`src/design/pee_pkg.sv`:
```
package pee_pkg;

    localparam int DATA_W          = 32;
    localparam int SYM_W           = 8;
    localparam int STATUS_W        = 3;
    localparam int CFG_IDX_W       = 2;
    localparam int STACK_DEPTH_DEF = 32;

    typedef logic [DATA_W-1:0]   word_t;
    typedef logic [STATUS_W-1:0] status_t;
    typedef logic [SYM_W-1:0]    sym_t;
    typedef logic [CFG_IDX_W-1:0] cfg_idx_t;

    localparam status_t ST_OK        = 3'd0;
    localparam status_t ST_OVERFLOW  = 3'd1;
    localparam status_t ST_UNDERFLOW = 3'd2;
    localparam status_t ST_DIVZERO   = 3'd3;
    localparam status_t ST_BADSYM    = 3'd4;

    localparam cfg_idx_t CFG_VALUE_A = 2'd0;
    localparam cfg_idx_t CFG_VALUE_B = 2'd1;
    localparam cfg_idx_t CFG_VALUE_C = 2'd2;
    localparam cfg_idx_t CFG_VALUE_D = 2'd3;

    localparam sym_t SYM_PLUS  = 8'h2B;
    localparam sym_t SYM_MINUS = 8'h2D;
    localparam sym_t SYM_STAR  = 8'h2A;
    localparam sym_t SYM_SLASH = 8'h2F;
    localparam sym_t SYM_A     = 8'h61;
    localparam sym_t SYM_D     = 8'h64;
    localparam sym_t SYM_E     = 8'h65;
    localparam sym_t SYM_Z     = 8'h7A;
    localparam sym_t SYM_UA    = 8'h41;
    localparam sym_t SYM_UZ    = 8'h5A;

    function automatic word_t magnitude(input word_t v);
        magnitude = v[DATA_W-1] ? (word_t'(0) - v) : v;
    endfunction

endpackage

```
`src/design/pee_ram.sv`:
```
module pee_ram #(
    parameter int WIDTH = 32,
    parameter int DEPTH = 32
) (
    input  logic                     clk,
    input  logic                     we,
    input  logic [$clog2(DEPTH)-1:0] waddr,
    input  logic [WIDTH-1:0]         wdata,
    input  logic [$clog2(DEPTH)-1:0] raddr,
    output logic [WIDTH-1:0]         rdata
);

    logic [WIDTH-1:0] mem [DEPTH];

    always_ff @(posedge clk)
    begin
        if (we)
        begin
            mem[waddr] <= wdata;
        end
        rdata <= mem[raddr];
    end

endmodule

```
`src/design/pee_div.sv`:
```
module pee_div (
    input  logic          clk,
    input  logic          rst_n,
    input  logic          start,
    input  pee_pkg::word_t dividend,
    input  pee_pkg::word_t divisor,
    output logic          done,
    output pee_pkg::word_t quotient
);

    localparam int W     = pee_pkg::DATA_W;
    localparam int CNT_W = $clog2(W);

    logic             busy_reg;
    logic             done_reg;
    logic [CNT_W-1:0] cnt_reg;
    logic [W-1:0]     rem_reg;
    logic [W-1:0]     quo_reg;
    logic [W-1:0]     den_reg;
    logic             neg_reg;

    logic [W:0]       shifted;
    logic [W+1:0]     diff;
    logic             fits;

    // One quotient bit per cycle, restoring division on magnitudes.
    always_comb
    begin
        shifted = {rem_reg, quo_reg[W-1]};
        diff    = {1'b0, shifted} - {2'b00, den_reg};
        fits    = !diff[W+1];
    end

    always_ff @(posedge clk or negedge rst_n)
    begin
        if (!rst_n)
        begin
            busy_reg <= 1'b0;
            done_reg <= 1'b0;
            cnt_reg  <= '0;
        end
        else
        begin
            done_reg <= 1'b0;
            if (start)
            begin
                busy_reg <= 1'b1;
                cnt_reg  <= CNT_W'(W - 1);
            end
            else if (busy_reg)
            begin
                cnt_reg <= cnt_reg - 1'b1;
                if (cnt_reg == '0)
                begin
                    busy_reg <= 1'b0;
                    done_reg <= 1'b1;
                end
            end
        end
    end

    always_ff @(posedge clk)
    begin
        if (start)
        begin
            rem_reg <= '0;
            quo_reg <= pee_pkg::magnitude(dividend);
            den_reg <= pee_pkg::magnitude(divisor);
            neg_reg <= dividend[W-1] ^ divisor[W-1];
        end
        else if (busy_reg)
        begin
            rem_reg <= fits ? diff[W-1:0] : shifted[W-1:0];
            quo_reg <= {quo_reg[W-2:0], fits};
        end
    end

    assign done     = done_reg;
    assign quotient = neg_reg ? (W'(0) - quo_reg) : quo_reg;

endmodule

```
`src/design/postfix_expression_evaluator_unit.sv`:
```
// Postfix evaluator: takes one expression character per transaction. Letters a-d push the
// value programmed in value_a..value_d, + - * / combine the two top operands, and the
// transaction flagged end_of_expression returns the top of stack (0 when empty) with the
// first error seen in that expression, then empties the stack. One character is in work
// at a time. A push, an ignored letter, a bad symbol or an operator with fewer than two
// operands is done in the idle state; + - * go through read of the second operand from
// the stack RAM, compute and write back, and / waits on the one-bit-per-cycle divider
// before write back unless the divisor is zero. A final character then loads the result
// register, held off while result_stall holds the previous one. The top of stack is kept
// in a register, so an operator reads the RAM only once.
module postfix_expression_evaluator_unit #(
    parameter int STACK_DEPTH = pee_pkg::STACK_DEPTH_DEF
) (
    input  logic                                clk,
    input  logic                                rst_n,
    input  logic                                cfg_write,
    input  logic [pee_pkg::CFG_IDX_W-1:0]       cfg_index,
    input  logic [pee_pkg::DATA_W-1:0]          cfg_data,
    input  logic                                item_valid,
    output logic                                item_stall,
    input  logic [pee_pkg::SYM_W-1:0]           symbol,
    input  logic                                end_of_expression,
    output logic                                result_valid,
    input  logic                                result_stall,
    output logic signed [pee_pkg::DATA_W-1:0]   value,
    output logic [pee_pkg::STATUS_W-1:0]        status
);

    localparam int W  = pee_pkg::DATA_W;
    localparam int AW = $clog2(STACK_DEPTH);
    localparam int CW = $clog2(STACK_DEPTH + 1);

    typedef enum logic [2:0] {
        S_IDLE,
        S_OPER,
        S_DIV,
        S_WB,
        S_EMIT
    } state_t;

    typedef enum logic [1:0] {
        OP_ADD,
        OP_SUB,
        OP_MUL,
        OP_DIV
    } op_t;

    state_t          state_reg, state_next;
    logic [CW-1:0]   count_reg, count_next;
    pee_pkg::status_t err_reg, err_next;
    logic            result_valid_reg, result_valid_next;
    pee_pkg::word_t  value_reg, value_next;
    pee_pkg::status_t status_reg, status_next;

    pee_pkg::word_t  cfg_reg [4];

    pee_pkg::word_t  top_reg, top_next;
    pee_pkg::word_t  res_reg, res_next;
    op_t             op_reg, op_next;
    logic            last_reg, last_next;

    logic            accept;
    logic            emit_go;
    logic [CW-1:0]   count_m2;
    pee_pkg::sym_t   sym_off;
    pee_pkg::word_t  push_val;
    logic [2*W-1:0]  product;

    logic            ram_we;
    logic [AW-1:0]   ram_waddr;
    pee_pkg::word_t  ram_wdata;
    pee_pkg::word_t  ram_rdata;

    logic            div_start;
    logic            div_done;
    pee_pkg::word_t  div_quot;

    assign accept   = item_valid && !item_stall;
    assign emit_go  = (state_reg == S_EMIT) && (!result_valid_reg || !result_stall);
    assign count_m2 = count_reg - CW'(2);
    assign sym_off  = symbol - pee_pkg::SYM_A;
    assign push_val = cfg_reg[sym_off[1:0]];
    assign product  = ram_rdata * top_reg;

    always_ff @(posedge clk or negedge rst_n)
    begin
        if (!rst_n)
        begin
            for (int i = 0; i < 4; i++)
            begin
                cfg_reg[i] <= '0;
            end
        end
        else if (cfg_write)
        begin
            unique case (cfg_index)
                pee_pkg::CFG_VALUE_A: cfg_reg[0] <= cfg_data;
                pee_pkg::CFG_VALUE_B: cfg_reg[1] <= cfg_data;
                pee_pkg::CFG_VALUE_C: cfg_reg[2] <= cfg_data;
                pee_pkg::CFG_VALUE_D: cfg_reg[3] <= cfg_data;
                default: ;
            endcase
        end
    end

    always_comb
    begin
        state_next        = state_reg;
        count_next        = count_reg;
        err_next          = err_reg;
        result_valid_next = result_valid_reg;
        value_next        = value_reg;
        status_next       = status_reg;
        top_next          = top_reg;
        res_next          = res_reg;
        op_next           = op_reg;
        last_next         = last_reg;
        ram_we            = 1'b0;
        ram_waddr         = count_reg[AW-1:0];
        ram_wdata         = push_val;
        div_start         = 1'b0;

        // Drop the result once taken; a new one may load in the same cycle.
        if (result_valid_reg && !result_stall)
        begin
            result_valid_next = 1'b0;
        end

        unique case (state_reg)
            S_IDLE:
            begin
                if (accept)
                begin
                    last_next  = end_of_expression;
                    state_next = end_of_expression ? S_EMIT : S_IDLE;
                    if (symbol >= pee_pkg::SYM_A && symbol <= pee_pkg::SYM_D)
                    begin
                        if (count_reg < CW'(STACK_DEPTH))
                        begin
                            ram_we     = 1'b1;
                            top_next   = push_val;
                            count_next = count_reg + 1'b1;
                        end
                        else if (err_reg == pee_pkg::ST_OK)
                        begin
                            err_next = pee_pkg::ST_OVERFLOW;
                        end
                    end
                    else if ((symbol >= pee_pkg::SYM_UA && symbol <= pee_pkg::SYM_UZ) ||
                             (symbol >= pee_pkg::SYM_E && symbol <= pee_pkg::SYM_Z))
                    begin
                        // ignored letter
                    end
                    else if (symbol == pee_pkg::SYM_PLUS || symbol == pee_pkg::SYM_MINUS ||
                             symbol == pee_pkg::SYM_STAR || symbol == pee_pkg::SYM_SLASH)
                    begin
                        if (count_reg < CW'(2))
                        begin
                            if (err_reg == pee_pkg::ST_OK)
                            begin
                                err_next = pee_pkg::ST_UNDERFLOW;
                            end
                        end
                        else
                        begin
                            // Second operand is read now; the first is top_reg.
                            state_next = S_OPER;
                            case (symbol)
                                pee_pkg::SYM_PLUS:  op_next = OP_ADD;
                                pee_pkg::SYM_MINUS: op_next = OP_SUB;
                                pee_pkg::SYM_STAR:  op_next = OP_MUL;
                                default:            op_next = OP_DIV;
                            endcase
                        end
                    end
                    else if (err_reg == pee_pkg::ST_OK)
                    begin
                        err_next = pee_pkg::ST_BADSYM;
                    end
                end
            end

            S_OPER:
            begin
                state_next = S_WB;
                case (op_reg)
                    OP_ADD: res_next = ram_rdata + top_reg;
                    OP_SUB: res_next = ram_rdata - top_reg;
                    OP_MUL: res_next = product[W-1:0];
                    default:
                    begin
                        if (top_reg == '0)
                        begin
                            res_next = '0;
                            if (err_reg == pee_pkg::ST_OK)
                            begin
                                err_next = pee_pkg::ST_DIVZERO;
                            end
                        end
                        else
                        begin
                            div_start  = 1'b1;
                            state_next = S_DIV;
                        end
                    end
                endcase
            end

            S_DIV:
            begin
                if (div_done)
                begin
                    res_next   = div_quot;
                    state_next = S_WB;
                end
            end

            S_WB:
            begin
                // Pop two, push one: the result lands where the second operand was.
                ram_we     = 1'b1;
                ram_waddr  = count_m2[AW-1:0];
                ram_wdata  = res_reg;
                top_next   = res_reg;
                count_next = count_reg - 1'b1;
                state_next = last_reg ? S_EMIT : S_IDLE;
            end

            S_EMIT:
            begin
                if (emit_go)
                begin
                    result_valid_next = 1'b1;
                    value_next        = (count_reg != '0) ? top_reg : '0;
                    status_next       = err_reg;
                    count_next        = '0;
                    err_next          = pee_pkg::ST_OK;
                    state_next        = S_IDLE;
                end
            end

            default: state_next = S_IDLE;
        endcase
    end

    always_ff @(posedge clk or negedge rst_n)
    begin
        if (!rst_n)
        begin
            state_reg        <= S_IDLE;
            count_reg        <= '0;
            err_reg          <= pee_pkg::ST_OK;
            result_valid_reg <= 1'b0;
            value_reg        <= '0;
            status_reg       <= pee_pkg::ST_OK;
        end
        else
        begin
            state_reg        <= state_next;
            count_reg        <= count_next;
            err_reg          <= err_next;
            result_valid_reg <= result_valid_next;
            value_reg        <= value_next;
            status_reg       <= status_next;
        end
    end

    always_ff @(posedge clk)
    begin
        top_reg  <= top_next;
        res_reg  <= res_next;
        op_reg   <= op_next;
        last_reg <= last_next;
    end

    // Only the read made on accepting an operator is used; that is never a write cycle, and it
    // never targets the entry written by the previous push, so no bypass is needed.
    pee_ram #(
        .WIDTH (W),
        .DEPTH (STACK_DEPTH)
    ) u_stack (
        .clk   (clk),
        .we    (ram_we),
        .waddr (ram_waddr),
        .wdata (ram_wdata),
        .raddr (count_m2[AW-1:0]),
        .rdata (ram_rdata)
    );

    pee_div u_div (
        .clk      (clk),
        .rst_n    (rst_n),
        .start    (div_start),
        .dividend (ram_rdata),
        .divisor  (top_reg),
        .done     (div_done),
        .quotient (div_quot)
    );

    assign item_stall   = (state_reg != S_IDLE);
    assign result_valid = result_valid_reg;
    assign value        = value_reg;
    assign status       = status_reg;

`ifndef SYNTH
    a_count_bound: assert property (@(posedge clk) disable iff (!rst_n)
        count_reg <= CW'(STACK_DEPTH))
        else $error("stack count beyond depth");

    a_result_from_emit: assert property (@(posedge clk) disable iff (!rst_n)
        $rose(result_valid) |-> $past(state_reg) == S_EMIT)
        else $error("result raised outside emit");

    a_emit_clears: assert property (@(posedge clk) disable iff (!rst_n)
        emit_go |=> (count_reg == '0) && (err_reg == pee_pkg::ST_OK))
        else $error("stack not emptied after result");

    a_div_done_state: assert property (@(posedge clk) disable iff (!rst_n)
        div_done |-> state_reg == S_DIV)
        else $error("divider finished outside divide wait");
`endif

endmodule

```
`config.mk`:
```
export PLATFORM = sky130hd
export DESIGN_NAME = postfix_expression_evaluator_unit
export DESIGN_NICKNAME = d
export VERILOG_FILES = /design/src/design/pee_pkg.sv /design/src/design/pee_ram.sv /design/src/design/pee_div.sv /design/src/design/postfix_expression_evaluator_unit.sv
export SDC_FILE = /design/constraint.sdc
export NUM_CORES = 2
export LEC_CHECK = 0
export ABC_AREA = 1
export BUFFER_PORTS_ARGS = -buffer_cell sky130_fd_sc_hd__buf_2
export CAP_MARGIN = 20
export CORE_MARGIN = 2
export CORE_UTILIZATION = 45
export CTS_CLUSTER_SIZE = 14
export DETAILED_ROUTE_END_ITERATION = 8
export MAX_ROUTING_LAYER = met4
export PLACE_DENSITY_LB_ADDON = 0.05
export SYNTH_ARGS = -nofsm -noshare
export SYNTH_HDL_FRONTEND = slang
export SYNTH_HIERARCHICAL = 1
export SYNTH_SLANG_ARGS = --single-unit
```
`constraint.sdc`:
```
create_clock -name clk -period 6.5 [get_ports clk]
set_input_delay 1.3 -clock clk [delete_from_list [all_inputs] [get_ports clk]]
set_output_delay 1.3 -clock clk [all_outputs]
set_load 0.02 [all_outputs]
```
==> implementation parameters <==
Parameter                              Value

Critical path
  Sort of element at the start of the critical path    register
  Peak fanout along the critical path    8
  Critical path class    reg2reg
  Critical path capture point type    register
  Required time reported for the critical path endpoint    approximately 7000 ps
  Number of buffers and inverters on the critical path    6
  Dominant delay contributor by cell family on the critical path    adder cells
  Highest-delay cell along the critical path    fa_2
  Most repeated library cell on the critical path    fa_1
  Arrival time of data at the critical path endpoint    approximately 7100 ps
  Delay of the slowest cell on the worst path    ~560 ps

Timing
  Highest clock rate    around 150 MHz
  Transition time of the tightest slew-check pin    ~1100 ps
  # setup viols final    10
  Skew final    roughly 55 ps
  Max transition margin    0.276
  Final Hold Violating Endpoints    0
  Pins Over Slew Limit    0
  Share of the clock period used by the worst path    1.01
  Minimum clock period after layout    around 6600 ps
  Final critical-path setup slack    -96.3 ps
  Setup repair after global routing missed its margin    true

Synth
  Area share of the leading cell type in the synthesized netlist    0.423
  Mapped Nets    a little under 10,000
  Cell area after synthesis    0.0821 mm2
  Sequential element share of the synthesized area    0.494
  Number of different library cells in the post-synthesis netlist    68
  Number of enable flip-flop cells after synthesis    1,156
  Top cell type by total area after synthesis    edfxtp_1
  Yosys synthesis warning count    6
  Leading register cell type out of synthesis    edfxtp_1
  Share of synthesized flip-flops with an asynchronous set or reset    0.130
  Post-synthesis sequential element count    ~1,400
  Synth Instances    between 8,000 and 9,000
  Synthesized area divided by synthesized cell count    9.12 um2
  Largest cells by area after synthesis    edfxtp_1 42%, nand2_1 13%, fa_1 10%, nand3_1 6.3%, dfrtp_1 5.6%

Clock tree
  Number of buffers inserted during clock tree synthesis    158
  Clock root buffer    clkbuf_16
  Clock slew at the register clock pins of the worst setup and hold paths    approximately 60 ps
  H-tree lvl count    4
  Clock latency of the later-clocked register in the worst-skew pair    just over 800 ps
  Post-CTS Hold Buffers    0
  TritonCTS clock tree    built
  Longest Clk Path Bufs    3
  Total clock sinks    between 1,000 and 1,500

Route
  Average wire per cell in the routed design    23.0 um
  Routed metal-1 wire length    115 mm
  Met2 WL    around 130 mm
  Detail Route met3 WL    between 10 and 15 mm
  Final ANT Viol Nets    0
  Via count    63,008
  Vias/cell    ~5.4
  Drt pass-1 iters    6
  Post-Route WL    ~270 mm
  Highest Signal Layer    met4
  Number of DRC markers after the initial detailed-route iteration    approximately 5,200
  Drt drc    0

Floorplan
  DIE AREA    about 0.19 mm2
  # IOs    between 80 and 90
  Floorplan Core Area    approximately 0.18 mm2
  Die outline width    around 430 um
  Die span in y    roughly 430 um
  Num rows    roughly 160
  Starting Density    0.454

Layout
  Growth of design area from synthesis to finish    14.5%
  Final instance area    0.0940 mm2
  Max reg flops    1,024
  Filler cells    roughly 17,000
  Leading cell type in the layout, fill and taps excluded    nand2_1
  Leading cell types in the layout, fill and taps excluded    2,867 x nand2_1, 1,156 x edfxtp_1, 1,138 x inv_1
  Ratio of cells with drive above 1 in the final layout    0.112
  Final layout net count    about 10,000

Hold path
  Worst min-delay path class    reg2reg

Placed design
  PortBufs    84
  Dpl hpwl    about 180 mm
  Final Wtd Congestion    0.958
  Post-DP Area    0.0880 mm2

Status
  Violated checks    setup timing
  Outcome    finished with violations

GRT
  All-Layer GR Usage    0.301
  Global-route wire length before repair    404 mm
  Global route total overflow    0
  Initial antenna violation count    3
  Pin count of the biggest net entering global routing    between 200 and 250
  Vias in the first global route    approximately 62,000

Flow run
  Number of max-capacitance violations reported    0
cells in the mapped netlist (all sizes together), types with 16 or more instances:
cell    count
or2        21
clkbuf    190
dfrtp     183
dfxtp      64
o21ai     388
buf       263
inv      1158
nor2      485
nand4      45
xnor2      45
xor2       92
edfxtp   1156
ha        202
nor3       49
fa        411
nor4       16
a31oi      69
nand3    1034
a21oi     131
nand2    2891
nand3b     27
per-stage QoR:
stage	hold WS, ps	instances	setup WS [ps]	util	setup TNS (ps)
floorplan	444	8997	-12.7	-	-15.5
global placement	460	11462	-389	0.486	-2180
detailed placement	461	11462	-433	0.486	-2740
CTS	474	11761	-120	0.517	-825
global route	490	11767	-356	0.519	-3640
finish	472	11776	-96.3	0.519	-530
final timing paths:
check                             startpoint                 to  slack, ps  cells past startpoint
max                               top_reg[7]        res_reg[26]       -100                     25
max in group asynchronous              rst_n          value[15]       4780                      2
min                        u_div/rem_reg[17]  u_div/rem_reg[17]        470                      2
min in group asynchronous              rst_n        cfg_reg[98]        520                      1
max reg2reg                       top_reg[7]        res_reg[26]       -100                     25
min reg2reg                u_div/rem_reg[17]  u_div/rem_reg[17]        470                      2
area by class of cell:
cell class              instances  area, um2  share of cell area
well taps                    2370       2970              0.0316
diodes                          9       22.5            0.000240
clock inverters                75        900             0.00957
flip-flops and latches       1403      40600               0.432
multi-input cells            5982      35900               0.382
repair buffers                568       4880              0.0520
inverters                    1159       4400              0.0468
clock buffers                 210       4350              0.0463
worst register-to-register path, delay by kind of cell (launching register included):
| kind | cells | cell delay [ps] |
|---|---|---|
| adder cells (fa/ha/maj) | 9 | 4320 |
| flip-flops | 1 | 350 |
| AO/OA/AOI/OAI | 3 | 310 |
| AND/OR/NAND/NOR | 7 | 890 |
| buffers and inverters | 6 | 450 |
what timing repair did:
| action | in CTS | in global routing |
|---|---|---|
| gates cloned | 2 | 1 |
| pin swaps | 15 | 17 |
| endpoints found under the setup margin | 14 | 21 |
| gates resized for setup | 60 | 66 |
| setup buffers | 12 | 5 |
routing by layer:
layer  track usage  up-vias
met5             -        -
met4         0.104        0
met3        0.0322      409
met2         0.499     1694
met1         0.384    31320
li1              -    29585
kinds of logic after synthesis:
family	Yosys count	synth area share
mux	3	0.000412
fa+ha+maj	613	0.131
xor+xnor	137	0.0146
simple gates	4577	0.233
buf+inv	1612	0.0837
flops	1403	0.494
compound gates	652	0.0432
Power is not shown: default switching activity piles up to over one toggle a cycle in this logic, so the estimate is an artifact.
